===== src/rtl/tte_pkg.sv =====
// shared widths, constants, state and unit codes for the tick to elapsed time converter
package tte_pkg;

    // field widths
    localparam int unsigned TICK_W = 64;
    localparam int unsigned OP_W   = 3;
    localparam int unsigned FREQ_W = 34;

    // divisor width covers the tick frequency and the largest unit divisor (3.6e12)
    localparam int unsigned DSR_W = 42;

    // iteration counter, one quotient bit or one multiplier bit per cycle
    localparam int unsigned CNT_W = 6;
    localparam logic [CNT_W-1:0] DIV_LAST = CNT_W'(TICK_W - 1);

    // nanoseconds per second as a multiplier bit pattern
    localparam int unsigned     E9_W     = 30;
    localparam logic [E9_W-1:0] E9       = 30'd1000000000;
    localparam logic [CNT_W-1:0] MUL_LAST = CNT_W'(E9_W - 1);

    // tick frequency after reset
    localparam logic [FREQ_W-1:0] FREQ_RESET = 34'd1000000000;

    // unit selector codes; codes above hours also mean hours
    typedef enum logic [OP_W-1:0] {
        UNIT_NS  = 3'd0,
        UNIT_US  = 3'd1,
        UNIT_MS  = 3'd2,
        UNIT_S   = 3'd3,
        UNIT_MIN = 3'd4,
        UNIT_HR  = 3'd5
    } unit_t;

    // sequencer states
    typedef enum logic [2:0] {
        S_IDLE,
        S_DIV_Q,
        S_MUL_Q,
        S_MUL_R,
        S_DIV_R,
        S_ADD,
        S_DIV_U,
        S_FIN
    } state_t;

    // nanoseconds per selected unit; minutes and hours fold the two divisions into one
    function automatic logic [DSR_W-1:0] unit_divisor(input logic [OP_W-1:0] op);
        logic [DSR_W-1:0] dsr;
        case (op)
            UNIT_NS:  dsr = 42'd1;
            UNIT_US:  dsr = 42'd1000;
            UNIT_MS:  dsr = 42'd1000000;
            UNIT_S:   dsr = 42'd1000000000;
            UNIT_MIN: dsr = 42'd60000000000;
            default:  dsr = 42'd3600000000000;
        endcase
        return dsr;
    endfunction

endpackage


===== src/rtl/tte_if.sv =====
// valid/ready channel interfaces for query, answer and configuration transactions

interface tte_query_if;
    logic                        valid;
    logic                        ready;
    logic [tte_pkg::TICK_W-1:0]  tick_count;
    logic [tte_pkg::OP_W-1:0]    operation;

    modport source (output valid, output tick_count, output operation, input ready);
    modport sink   (input valid, input tick_count, input operation, output ready);
endinterface

interface tte_answer_if;
    logic                        valid;
    logic                        ready;
    logic [tte_pkg::TICK_W-1:0]  elapsed;

    modport source (output valid, output elapsed, input ready);
    modport sink   (input valid, input elapsed, output ready);
endinterface

interface tte_cfg_if;
    logic                        valid;
    logic                        ready;
    logic [tte_pkg::FREQ_W-1:0]  tick_freq;

    modport source (output valid, output tick_freq, input ready);
    modport sink   (input valid, input tick_freq, output ready);
endinterface


===== src/rtl/tick_to_elapsed_time_converter.sv =====
// tick count to elapsed time converter with one shared bit-serial divider and multiplier
//
// Usage:
//   query  : tick_count and operation (0 ns, 1 us, 2 ms, 3 s, 4 min, 5..7 h).
//            The first transaction after reset latches its tick_count as the epoch.
//   answer : elapsed time since the epoch in the selected unit, one per query.
//   cfg    : tick_freq in ticks per second; always ready, write only while idle.
// Sequence from query transaction to answer.valid:
//   a tick_freq of 0 skips to the output step (answer is 0);
//   otherwise the one-bit-per-cycle restoring divider runs 64-step passes for
//   ticks / freq and remainder * 1e9 / freq, with the shift-add multiplier's two
//   30-step passes between them; an add step follows, then a third 64-step pass
//   (ns / unit) for every unit but nanoseconds, then the output step.
// query.ready is high only while idle, so a new query is taken only once the
// last one has handed its result to the output register.
// A finished answer waits in the output register, and a new query is taken
// meanwhile; its own answer waits in the last step until the slot drains.
// Reset: tick_freq returns to 1e9, the epoch is forgotten, no answer is pending.
module tick_to_elapsed_time_converter (
    input  logic         clk,
    input  logic         rst_n,
    tte_query_if.sink    query,
    tte_answer_if.source answer,
    tte_cfg_if.sink      cfg
);

    // control registers
    tte_pkg::state_t                state_reg, state_next;
    logic [tte_pkg::CNT_W-1:0]      cnt_reg, cnt_next;
    logic                           epoch_valid_reg, epoch_valid_next;
    logic                           out_valid_reg, out_valid_next;
    logic [tte_pkg::FREQ_W-1:0]     freq_reg, freq_next;

    // datapath registers
    logic [tte_pkg::TICK_W-1:0]     epoch_reg, epoch_next;
    logic [tte_pkg::OP_W-1:0]       op_reg, op_next;
    logic [tte_pkg::TICK_W-1:0]     dvd_reg, dvd_next;
    logic [tte_pkg::DSR_W-1:0]      rem_reg, rem_next;
    logic [tte_pkg::DSR_W-1:0]      dsr_reg, dsr_next;
    logic [tte_pkg::TICK_W-1:0]     acc_reg, acc_next;
    logic [tte_pkg::TICK_W-1:0]     mcand_reg, mcand_next;
    logic [tte_pkg::TICK_W-1:0]     part_reg, part_next;
    logic [tte_pkg::TICK_W-1:0]     out_reg, out_next;

    // shared divider step
    logic [tte_pkg::DSR_W:0]        rem_sh;
    logic [tte_pkg::DSR_W+1:0]      diff;
    logic                           quo_bit;
    logic [tte_pkg::DSR_W-1:0]      step_rem;
    logic [tte_pkg::TICK_W-1:0]     step_quo;

    // shared multiplier step
    logic [tte_pkg::TICK_W-1:0]     mul_sum;

    // restoring division, one quotient bit per cycle
    always_comb
    begin
        rem_sh   = {rem_reg, dvd_reg[tte_pkg::TICK_W-1]};
        diff     = {1'b0, rem_sh} - {2'b00, dsr_reg};
        quo_bit  = ~diff[tte_pkg::DSR_W+1];
        step_rem = quo_bit ? diff[tte_pkg::DSR_W-1:0] : rem_sh[tte_pkg::DSR_W-1:0];
        step_quo = {dvd_reg[tte_pkg::TICK_W-2:0], quo_bit};
    end

    // shift-add by 1e9, one multiplier bit per cycle, wraps mod 2^64
    assign mul_sum = acc_reg +
        (tte_pkg::E9[cnt_reg[$clog2(tte_pkg::E9_W)-1:0]] ? mcand_reg : '0);

    // sequencer and datapath next values
    always_comb
    begin
        state_next       = state_reg;
        cnt_next         = cnt_reg;
        epoch_valid_next = epoch_valid_reg;
        out_valid_next   = out_valid_reg & ~answer.ready;
        freq_next        = freq_reg;
        epoch_next       = epoch_reg;
        op_next          = op_reg;
        dvd_next         = dvd_reg;
        rem_next         = rem_reg;
        dsr_next         = dsr_reg;
        acc_next         = acc_reg;
        mcand_next       = mcand_reg;
        part_next        = part_reg;
        out_next         = out_reg;

        // register write
        if (cfg.valid)
        begin
            freq_next = cfg.tick_freq;
        end

        unique case (state_reg)
            tte_pkg::S_IDLE:
            begin
                if (query.valid)
                begin
                    op_next  = query.operation;
                    rem_next = '0;
                    dsr_next = {{(tte_pkg::DSR_W - tte_pkg::FREQ_W){1'b0}}, freq_reg};
                    cnt_next = '0;
                    if (!epoch_valid_reg)
                    begin
                        epoch_next       = query.tick_count;
                        epoch_valid_next = 1'b1;
                        dvd_next         = '0;
                    end
                    else
                    begin
                        dvd_next = query.tick_count - epoch_reg;
                    end
                    // zero frequency reads as zero elapsed time
                    if (freq_reg == '0)
                    begin
                        dvd_next   = '0;
                        state_next = tte_pkg::S_FIN;
                    end
                    else
                    begin
                        state_next = tte_pkg::S_DIV_Q;
                    end
                end
            end

            // whole seconds' worth of ticks and the leftover ticks
            tte_pkg::S_DIV_Q:
            begin
                dvd_next = step_quo;
                rem_next = step_rem;
                cnt_next = cnt_reg + 1'b1;
                if (cnt_reg == tte_pkg::DIV_LAST)
                begin
                    mcand_next = step_quo;
                    acc_next   = '0;
                    cnt_next   = '0;
                    state_next = tte_pkg::S_MUL_Q;
                end
            end

            // quotient times 1e9
            tte_pkg::S_MUL_Q:
            begin
                acc_next   = mul_sum;
                mcand_next = {mcand_reg[tte_pkg::TICK_W-2:0], 1'b0};
                cnt_next   = cnt_reg + 1'b1;
                if (cnt_reg == tte_pkg::MUL_LAST)
                begin
                    part_next  = mul_sum;
                    mcand_next = {{(tte_pkg::TICK_W - tte_pkg::DSR_W){1'b0}}, rem_reg};
                    acc_next   = '0;
                    cnt_next   = '0;
                    state_next = tte_pkg::S_MUL_R;
                end
            end

            // remainder times 1e9, fits 64 bits for any frequency in range
            tte_pkg::S_MUL_R:
            begin
                acc_next   = mul_sum;
                mcand_next = {mcand_reg[tte_pkg::TICK_W-2:0], 1'b0};
                cnt_next   = cnt_reg + 1'b1;
                if (cnt_reg == tte_pkg::MUL_LAST)
                begin
                    dvd_next   = mul_sum;
                    rem_next   = '0;
                    dsr_next   = {{(tte_pkg::DSR_W - tte_pkg::FREQ_W){1'b0}}, freq_reg};
                    cnt_next   = '0;
                    state_next = tte_pkg::S_DIV_R;
                end
            end

            // fractional nanoseconds
            tte_pkg::S_DIV_R:
            begin
                dvd_next = step_quo;
                rem_next = step_rem;
                cnt_next = cnt_reg + 1'b1;
                if (cnt_reg == tte_pkg::DIV_LAST)
                begin
                    state_next = tte_pkg::S_ADD;
                end
            end

            // nanoseconds, then unit select
            tte_pkg::S_ADD:
            begin
                dvd_next = part_reg + dvd_reg;
                if (op_reg == tte_pkg::UNIT_NS)
                begin
                    state_next = tte_pkg::S_FIN;
                end
                else
                begin
                    rem_next   = '0;
                    dsr_next   = tte_pkg::unit_divisor(op_reg);
                    cnt_next   = '0;
                    state_next = tte_pkg::S_DIV_U;
                end
            end

            // nanoseconds down to the selected unit
            tte_pkg::S_DIV_U:
            begin
                dvd_next = step_quo;
                rem_next = step_rem;
                cnt_next = cnt_reg + 1'b1;
                if (cnt_reg == tte_pkg::DIV_LAST)
                begin
                    state_next = tte_pkg::S_FIN;
                end
            end

            // hand the result to the output register once it is free
            tte_pkg::S_FIN:
            begin
                if (!out_valid_reg || answer.ready)
                begin
                    out_next       = dvd_reg;
                    out_valid_next = 1'b1;
                    state_next     = tte_pkg::S_IDLE;
                end
            end

            default:
            begin
                state_next = tte_pkg::S_IDLE;
            end
        endcase
    end

    // control state
    always_ff @(posedge clk or negedge rst_n)
    begin
        if (!rst_n)
        begin
            state_reg       <= tte_pkg::S_IDLE;
            cnt_reg         <= '0;
            epoch_valid_reg <= 1'b0;
            out_valid_reg   <= 1'b0;
            freq_reg        <= tte_pkg::FREQ_RESET;
        end
        else
        begin
            state_reg       <= state_next;
            cnt_reg         <= cnt_next;
            epoch_valid_reg <= epoch_valid_next;
            out_valid_reg   <= out_valid_next;
            freq_reg        <= freq_next;
        end
    end

    // datapath
    always_ff @(posedge clk)
    begin
        epoch_reg <= epoch_next;
        op_reg    <= op_next;
        dvd_reg   <= dvd_next;
        rem_reg   <= rem_next;
        dsr_reg   <= dsr_next;
        acc_reg   <= acc_next;
        mcand_reg <= mcand_next;
        part_reg  <= part_next;
        out_reg   <= out_next;
    end

    // ports
    assign query.ready    = (state_reg == tte_pkg::S_IDLE);
    assign answer.valid   = out_valid_reg;
    assign answer.elapsed = out_reg;
    assign cfg.ready      = 1'b1;

endmodule


===== src/flat_wrapper.sv =====
// flat-port wrapper written by rule: the top's interface ports become plain ports
module tick_to_elapsed_time_converter_flat 
  (clk, rst_n, query_valid, query_tick_count, query_operation, query_ready, answer_valid, answer_elapsed, answer_ready, cfg_valid, cfg_tick_freq, cfg_ready);
  tte_query_if query_i ();
  tte_answer_if answer_i ();
  tte_cfg_if cfg_i ();
  input  logic clk;
  input  logic rst_n;
  input wire logic [$bits(query_i.valid)-1:0] query_valid;
  input wire logic [$bits(query_i.tick_count)-1:0] query_tick_count;
  input wire logic [$bits(query_i.operation)-1:0] query_operation;
  output wire logic [$bits(query_i.ready)-1:0] query_ready;
  output wire logic [$bits(answer_i.valid)-1:0] answer_valid;
  output wire logic [$bits(answer_i.elapsed)-1:0] answer_elapsed;
  input wire logic [$bits(answer_i.ready)-1:0] answer_ready;
  input wire logic [$bits(cfg_i.valid)-1:0] cfg_valid;
  input wire logic [$bits(cfg_i.tick_freq)-1:0] cfg_tick_freq;
  output wire logic [$bits(cfg_i.ready)-1:0] cfg_ready;
  assign query_i.valid = query_valid;
  assign query_i.tick_count = query_tick_count;
  assign query_i.operation = query_operation;
  assign query_ready = query_i.ready;
  assign answer_valid = answer_i.valid;
  assign answer_elapsed = answer_i.elapsed;
  assign answer_i.ready = answer_ready;
  assign cfg_i.valid = cfg_valid;
  assign cfg_i.tick_freq = cfg_tick_freq;
  assign cfg_ready = cfg_i.ready;
  tick_to_elapsed_time_converter u_core (.clk(clk), .rst_n(rst_n), .query(query_i), .answer(answer_i), .cfg(cfg_i));
endmodule

===== config.mk =====
export PLATFORM = sky130hd
export DESIGN_NAME = tick_to_elapsed_time_converter_flat
export DESIGN_NICKNAME = d
export VERILOG_FILES = /design/src/rtl/tte_pkg.sv /design/src/rtl/tte_if.sv /design/src/rtl/tick_to_elapsed_time_converter.sv /design/src/flat_wrapper.sv
export SDC_FILE = /design/constraint.sdc
export NUM_CORES = 1
export LEC_CHECK = 0
export BUFFER_PORTS_ARGS = -buffer_cell sky130_fd_sc_hd__buf_2
export CELL_PAD_IN_SITES_DETAIL_PLACEMENT = 1
export CELL_PAD_IN_SITES_GLOBAL_PLACEMENT = 1
export CORE_MARGIN = 4
export CORE_UTILIZATION = 45
export CTS_CLUSTER_DIAMETER = 30
export DETAILED_ROUTE_END_ITERATION = 8
export GPL_ROUTABILITY_DRIVEN = 0
export PLACE_DENSITY = 0.86
export SLEW_MARGIN = 20
export SYNTH_ARGS = -nofsm -noshare
export SYNTH_HDL_FRONTEND = slang
export SYNTH_SLANG_ARGS = --single-unit

===== constraint.sdc =====
create_clock -name clk -period 7.55 [get_ports clk]
set_input_delay 2.265 -clock clk [delete_from_list [all_inputs] [get_ports clk]]
set_output_delay 2.265 -clock clk [all_outputs]
set_load 0.01 [all_outputs]

## Yosys cells after proc, flatten, opt, wreduce, memory -nomap -nowiden

Memory sizes are Yosys's and may differ from the RTL's.
Index checks and enable logic that the tools add are counted.

- Bits in registers: 516
- Latch bits: 0
- RAM bits: 0
- Memory bits (read-only): 32
- Input bits: 106
- Output and inout bits: 67
- Word-level logic and storage cells: 108
- Memories kept: 1

Memory list:

| memory | words | width | read ports | clocked after memory_dff | write ports | line | RTL |
|---|---|---|---|---|---|---|---|
| (no name shown) | 32 | 1 | 1 | 0 | 0 | tick_to_elapsed_time_converter.sv:67 | `(tte_pkg::E9[cnt_reg[$clog2(tte_pkg::E9_W)-1:0]] ? mcand_reg : '0);` |

- $add $sub $neg: 5
- Multiply operators: 0
- Divide/modulo/power cells: 0
- Magnitude comparators: 1
- Equality and inequality tests: 21
- Shift operators: 0
- Mux-type cells: 40
- Bitwise gates (word level): 4
- Reduce and logical (&&, ||, !) cells: 22

Operators with widths:

| kind | number |
|---|---|
| $mux 64 | 9 |
| $pmux 64 s3 | 2 |
| $pmux 42 s4 | 2 |
| $mux 42 | 7 |
| $pmux 64 s4 | 1 |
| $add 64x64->64 | 2 |
| $pmux 42 s3 | 1 |
| $sub 64x64->64 | 1 |
| $sub 43x42->44 | 1 |
| $logic_not 34->1 | 1 |
| $pmux 6 s5 | 1 |
| $mux 3 | 8 |
| $mux 6 | 4 |
| $pmux 3 s8 | 1 |
| $eq 3x3->1 const B | 5 |
| $eq 3x2->1 const B | 4 |
| $ne 2x1->1 const B | 6 |
| $reduce_and 3->1 | 3 |
| $reduce_and 2->1 | 4 |
| $reduce_and 4->1 | 2 |
| $reduce_and 7->1 | 1 |
| $add 6x1->6 const B | 1 |
| $eq 3x1->1 const B | 2 |
| $eq 6x5->1 const B | 1 |
| 14 further kinds | 23 |

## Depth between registers and ports, before layout

- Depth in word-level cells: 6
- Depth in mapped cells: 22
- Mapped depth without buffers: 21

## Least setup slack after synthesis

No wires, ideal clock.

- Path kind: input port to flip-flop
- Start: input query_valid
- End: register u_core.rem_reg[0] (netlist name), enable pin
- Library setup time: 0.403 ns
- Arrival: 6.959 ns
- Data required time: 7.147 ns
- Setup slack: 0.188 ns
- Stages: 3
- Buffers on the path: 0
- Cells stage by stage: nor2_1 o221ai_1 and2_1

- Longest elaborated chain between the ends: 2

RTL lines:

| element | line | RTL |
|---|---|---|
| start: declaration | flat_wrapper.sv:9 | `input wire logic [$bits(query_i.valid)-1:0] query_valid;` |
| $ne 2x2->1 (no source line) | -- |  |
| $reduce_and 4->1 (no source line) | -- |  |
| end signal: assignment | tick_to_elapsed_time_converter.sv:258 | `rem_reg <= rem_next;` |
| end: declaration | tick_to_elapsed_time_converter.sv:38 | `logic [tte_pkg::DSR_W-1:0] rem_reg, rem_next;` |

No other way between the ends.
A chain may end at the register's enable or synchronous reset.

## Final worst setup path

- Start: register u_core.cnt_reg[0] (netlist name)
- End: register u_core.dvd_reg[60] (netlist name) (data pin)

- Longest elaborated chain between the ends: 6

RTL lines:

| element | line | RTL |
|---|---|---|
| start: declaration | tick_to_elapsed_time_converter.sv:29 | `logic [tte_pkg::CNT_W-1:0] cnt_reg, cnt_next;` |
| start signal: assignment | tick_to_elapsed_time_converter.sv:245 | `cnt_reg <= cnt_next;` |
| $mem_v2 32x1 | -- |  |
| $mux 1 (not written as such) | tick_to_elapsed_time_converter.sv:67 |  |
| $mux 64 | tick_to_elapsed_time_converter.sv:67 |  |
| $add 64x64->64 | tick_to_elapsed_time_converter.sv:66 | `assign mul_sum = acc_reg +` |
| $mux 64 | tick_to_elapsed_time_converter.sv:162 | `if (cnt_reg == tte_pkg::MUL_LAST)` |
| $pmux 64 s4 | tick_to_elapsed_time_converter.sv:93 | `unique case (state_reg)` |
| net u_core.dvd_next, one bit | tick_to_elapsed_time_converter.sv:37 | `logic [tte_pkg::TICK_W-1:0] dvd_reg, dvd_next;` |
| end signal: assignment | tick_to_elapsed_time_converter.sv:257 | `dvd_reg <= dvd_next;` |
| end: declaration | tick_to_elapsed_time_converter.sv:37 |  |

The timed path passes the listed nets, and every way through them passes these cells. The select of a mux whose other input is x is not followed.

==> run_results.csv <==
group,metric,value,unit
sta,max_clock_freq,167,MHz
sta,rsz0062_at_grt,"false",
floorplanning,die_w,283,um
detailed_routing,detail_route.drc_violations,0,
global_route,grt-ovfl-total,0,
hold_path,min_to,"u_core.freq_reg[4]",
finish,drive_gt1_frac,0.130,
yosys,synthAdderAreaFrac,0.0874,
yosys,synth-seq-cells,511,
clock_tree,cts_setup_buffers,0,
yosys,ys_top_cells_by_count,"edfxtp_1, nand2_1, a21oi_1",
yosys,synth-main-ff-cell,"edfxtp_1",
power,p_sw,7.68,mW
finish,finish.utilization,0.541,
sta,setup-violations-final,0,
detailed_routing,met2_wirelength,59.5,mm
floorplanning,row_count,100,
setup_path,crit_fanout,5,
yosys,synth_top_area_frac,0.412,
flow_run,cap_violations,0,
floorplanning,initial_core_util,0.455,
yosys,synth_nets,3853,
clock_tree,ctsResizeCount,0,
sta,skew,0.0462,ns
place,port_buffers,171,
power,p_seq_frac,0.290,
yosys,synth_area,0.0340,sq mm
power,powerDensity,458,mW/mm^2
setup_path,worstSetupPathType,"register to register",
yosys,netlist_instances,3512,
yosys,async_reset_ff_frac,0.0881,
power,combPwrFrac,0.393,
clock_tree,clkSinkCount,511,
setup_path,timing.critical_path.slowest_cell_delay,0.63,ns
sta,worst_pin_slew,1.16,ns
clock_tree,htreeDepth,4,
sta,period_needed,5.98,ns
detailed_routing,wirelength,127,mm
detailed_routing,vias,31000,
detailed_routing,drt-initial-drc-count,3306,
detailed_routing,top_layer_used,"met5",
place,dp_hpwl,84.1,mm
clock_tree,worst_skew_pair.late_latency,0.75,ns
yosys,synth_xor_area_frac,0.0521,
setup_path,timing.rr.start,"u_core.cnt_reg[0]",
setup_path,cp.required,8.00,ns
setup_path,reg2reg_to,"u_core.dvd_reg[60]",
clock_tree,clk_path_buf_depth,3,
floorplanning,dieArea,0.0800,sq mm
detailed_routing,avgRoutedWirePerCell,26.7,um
yosys,synth_edf_count,466,
sta,hold_viol,0,
global_route,grt_max_degree,81,
power,p_int,10.8,mW
finish,area_growth,19.0,%
setup_path,reg2regPathDepth,20,
yosys,synth_area_leaders,"edfxtp_1, ha_1, a21oi_1",
clock_tree,clkTransAtPathRegs,0.06,ns
detailed_routing,ant_nets,0,
clock_tree,clock-root-buffer,"clkbuf_16",
setup_path,path_cells,"inv_1 > ha_1 > o21ai_0 > o21ai_0 > nand2_1 > o21ai_4 > and2_1 > ha_1 > fa_1 > a211oi_1 > o21bai_1 > a311o_1 > o21a_1 > a31o_2 > o21ba_2 > a21oi_1 > o21ai_1 > a211o_1 > xnor2_1 > o221ai_1",
detailed_routing,dr.pass1.iters,9,
power,power.share.clock,0.318,
yosys,synth.most_common_cell,"edfxtp_1",
setup_path,reg2reg_slack,1.57,ns
sta,finalSetupTns,0,ns
hold_path,hp-class,"register to register",
global_route,grtUsageTotal,0.312,
power,p_leak,16.7,nW
clock_tree,numCtsBuffers,133,
yosys,ys_warn_count,0,
yosys,yosys.area_share.simple,0.147,
clock_tree,cts_tree,"built",
sta,fin_hold_ws,0.535,ns
power,p_sw_frac,0.415,
sta,slew_headroom,0.224,
hold_path,hold_path_depth,1,
detailed_routing,met3_wirelength,10.6,mm
yosys,synthDistinctLibCells,80,
floorplanning,die_h,283,um
hold_path,hp-start,"u_core.freq_reg[4]",
setup_path,start_kind,"register",
detailed_routing,routedLengthMet1,46.4,mm
yosys,synth_compound_area_frac,0.199,
sta,period_share,0.792,
floorplanning,core_area,0.0747,sq mm
power,fin_total_pwr,18.5,mW
global_route,antenna_found_initial,10,
yosys,synth.area.mux_share,0.0299,
floorplanning,pin_count,173,
yosys,synth_top_area_cell,"edfxtp_1",
detailed_routing,vias_per_cell,6.50,
power,vdd_drop_max,333,uV
yosys,avgSynthCellArea,9.68,sq um
setup_path,cp_slowest_cell,"xnor2_1",
global_route,grt_pass1_vias,32800,
finish,nFillCells,8138,
clock_tree,cts_hold_buf,0,
global_route,grt_pass1_wl,193,mm
run_status,status,"finished clean",
sta,final_max_slew_viol_count,0,
setup_path,end_kind,"register",
yosys,synth_seq_area_share,0.445,
yosys,synth_top_family_by_area,"compound AO/OA/AOI/OAI gates",
finish,layout.nets,4022,
setup_path,arrival,6.42,ns
[layout by cell type, fill, tap and decap left out, types with 66 or more instances in the layout]
| master | Yosys | layout |
|---|---|---|
| a21oi_1 | 289 | 289 |
| ha_1 | 231 | 231 |
| nor2_1 | 249 | 242 |
| o21ai_0 | 202 | 200 |
| buf_2 | 4 | 171 |
| nand3_1 | 67 | 66 |
| xor2_1 | 70 | 70 |
| a21o_1 | 125 | 125 |
| xnor2_1 | 132 | 132 |
| nand2_1 | 360 | 359 |
| inv_1 | 183 | 183 |
| and2_1 | 125 | 124 |
| clkbuf_16 | 0 | 138 |
| edfxtp_1 | 466 | 466 |
| o21ai_1 | 67 | 67 |
[worst max-delay path by stage]
stage                                    start                  to  slack, ns
after floorplan                    query_valid   u_core.rem_reg[0]       0.19
after global placement    query_tick_count[37]  u_core.dvd_reg[62]       1.24
after detailed placement  query_tick_count[32]  u_core.dvd_reg[62]       1.20
after CTS                    u_core.cnt_reg[0]  u_core.dvd_reg[60]       1.68
after global routing         u_core.cnt_reg[0]  u_core.dvd_reg[60]       1.39
final                        u_core.cnt_reg[0]  u_core.dvd_reg[60]       1.57
[metrics by stage]
step	setup WS, ns	instances	area (sq um)
final	1.57	4763	40400
after global routing	1.39	4758	40400
after CTS	1.68	4757	40400
after detailed placement	1.20	4514	35800
after global placement	1.24	4514	35800
after floorplan	0.188	3512	34000
[critical path, delay by kind of cell, from the launching register on]
kind                       cells  cell delay, ns
adders and majority gates      3            1.01
xor gates and xnor gates       1            0.63
AOI/OAI and AO/OA             13            3.22
buffers and inverters          1            0.12
and+or+nand+nor                2            0.33
DFF                            1            0.40
[power by group through the flow]
stage	logic, mW	clock network, mW	registers (mW)
floorplan	4.79	0	4.85
global placement	6.45	0	5.28
detailed placement	6.78	0	5.31
CTS	7.09	5.91	5.31
global route	7.82	6.08	5.37
finish	7.27	5.88	5.37
[logic make-up (layout without fill, tap and decap cells)]
logic type / Yosys count / in the layout
flip-flops: 511 / 511
multiplexers: 97 / 97
adder cells (fa/ha/maj): 235 / 235
AND/OR/NAND/NOR: 1060 / 1060
XOR/XNOR: 202 / 202
AO/OA/AOI/OAI: 1054 / 1054
buffers and inverters: 352 / 629
other: 1 / 6
[routing by layer]
| layer | vias to the layer above | GRT usage |
|---|---|---|
| met3 | 622 | 0.0663 |
| met2 | 1769 | 0.515 |
| met4 | 8 | 0.229 |
| met1 | 15200 | 0.361 |
| met5 | - | 0 |
| li1 | 13400 | - |
[area by class of cell]
class,instances,area [sq um],area share
inverter,184,691,0.0171
timing repair buffer,202,1100,0.0272
clock inverter,79,1000,0.0248
tap,969,1210,0.0300
multi-input combinational,2649,17700,0.437
antenna,5,12.5,0.000310
clock buffer,164,3600,0.0891
sequential,511,15100,0.374
(Power assumes the default switching activity.)
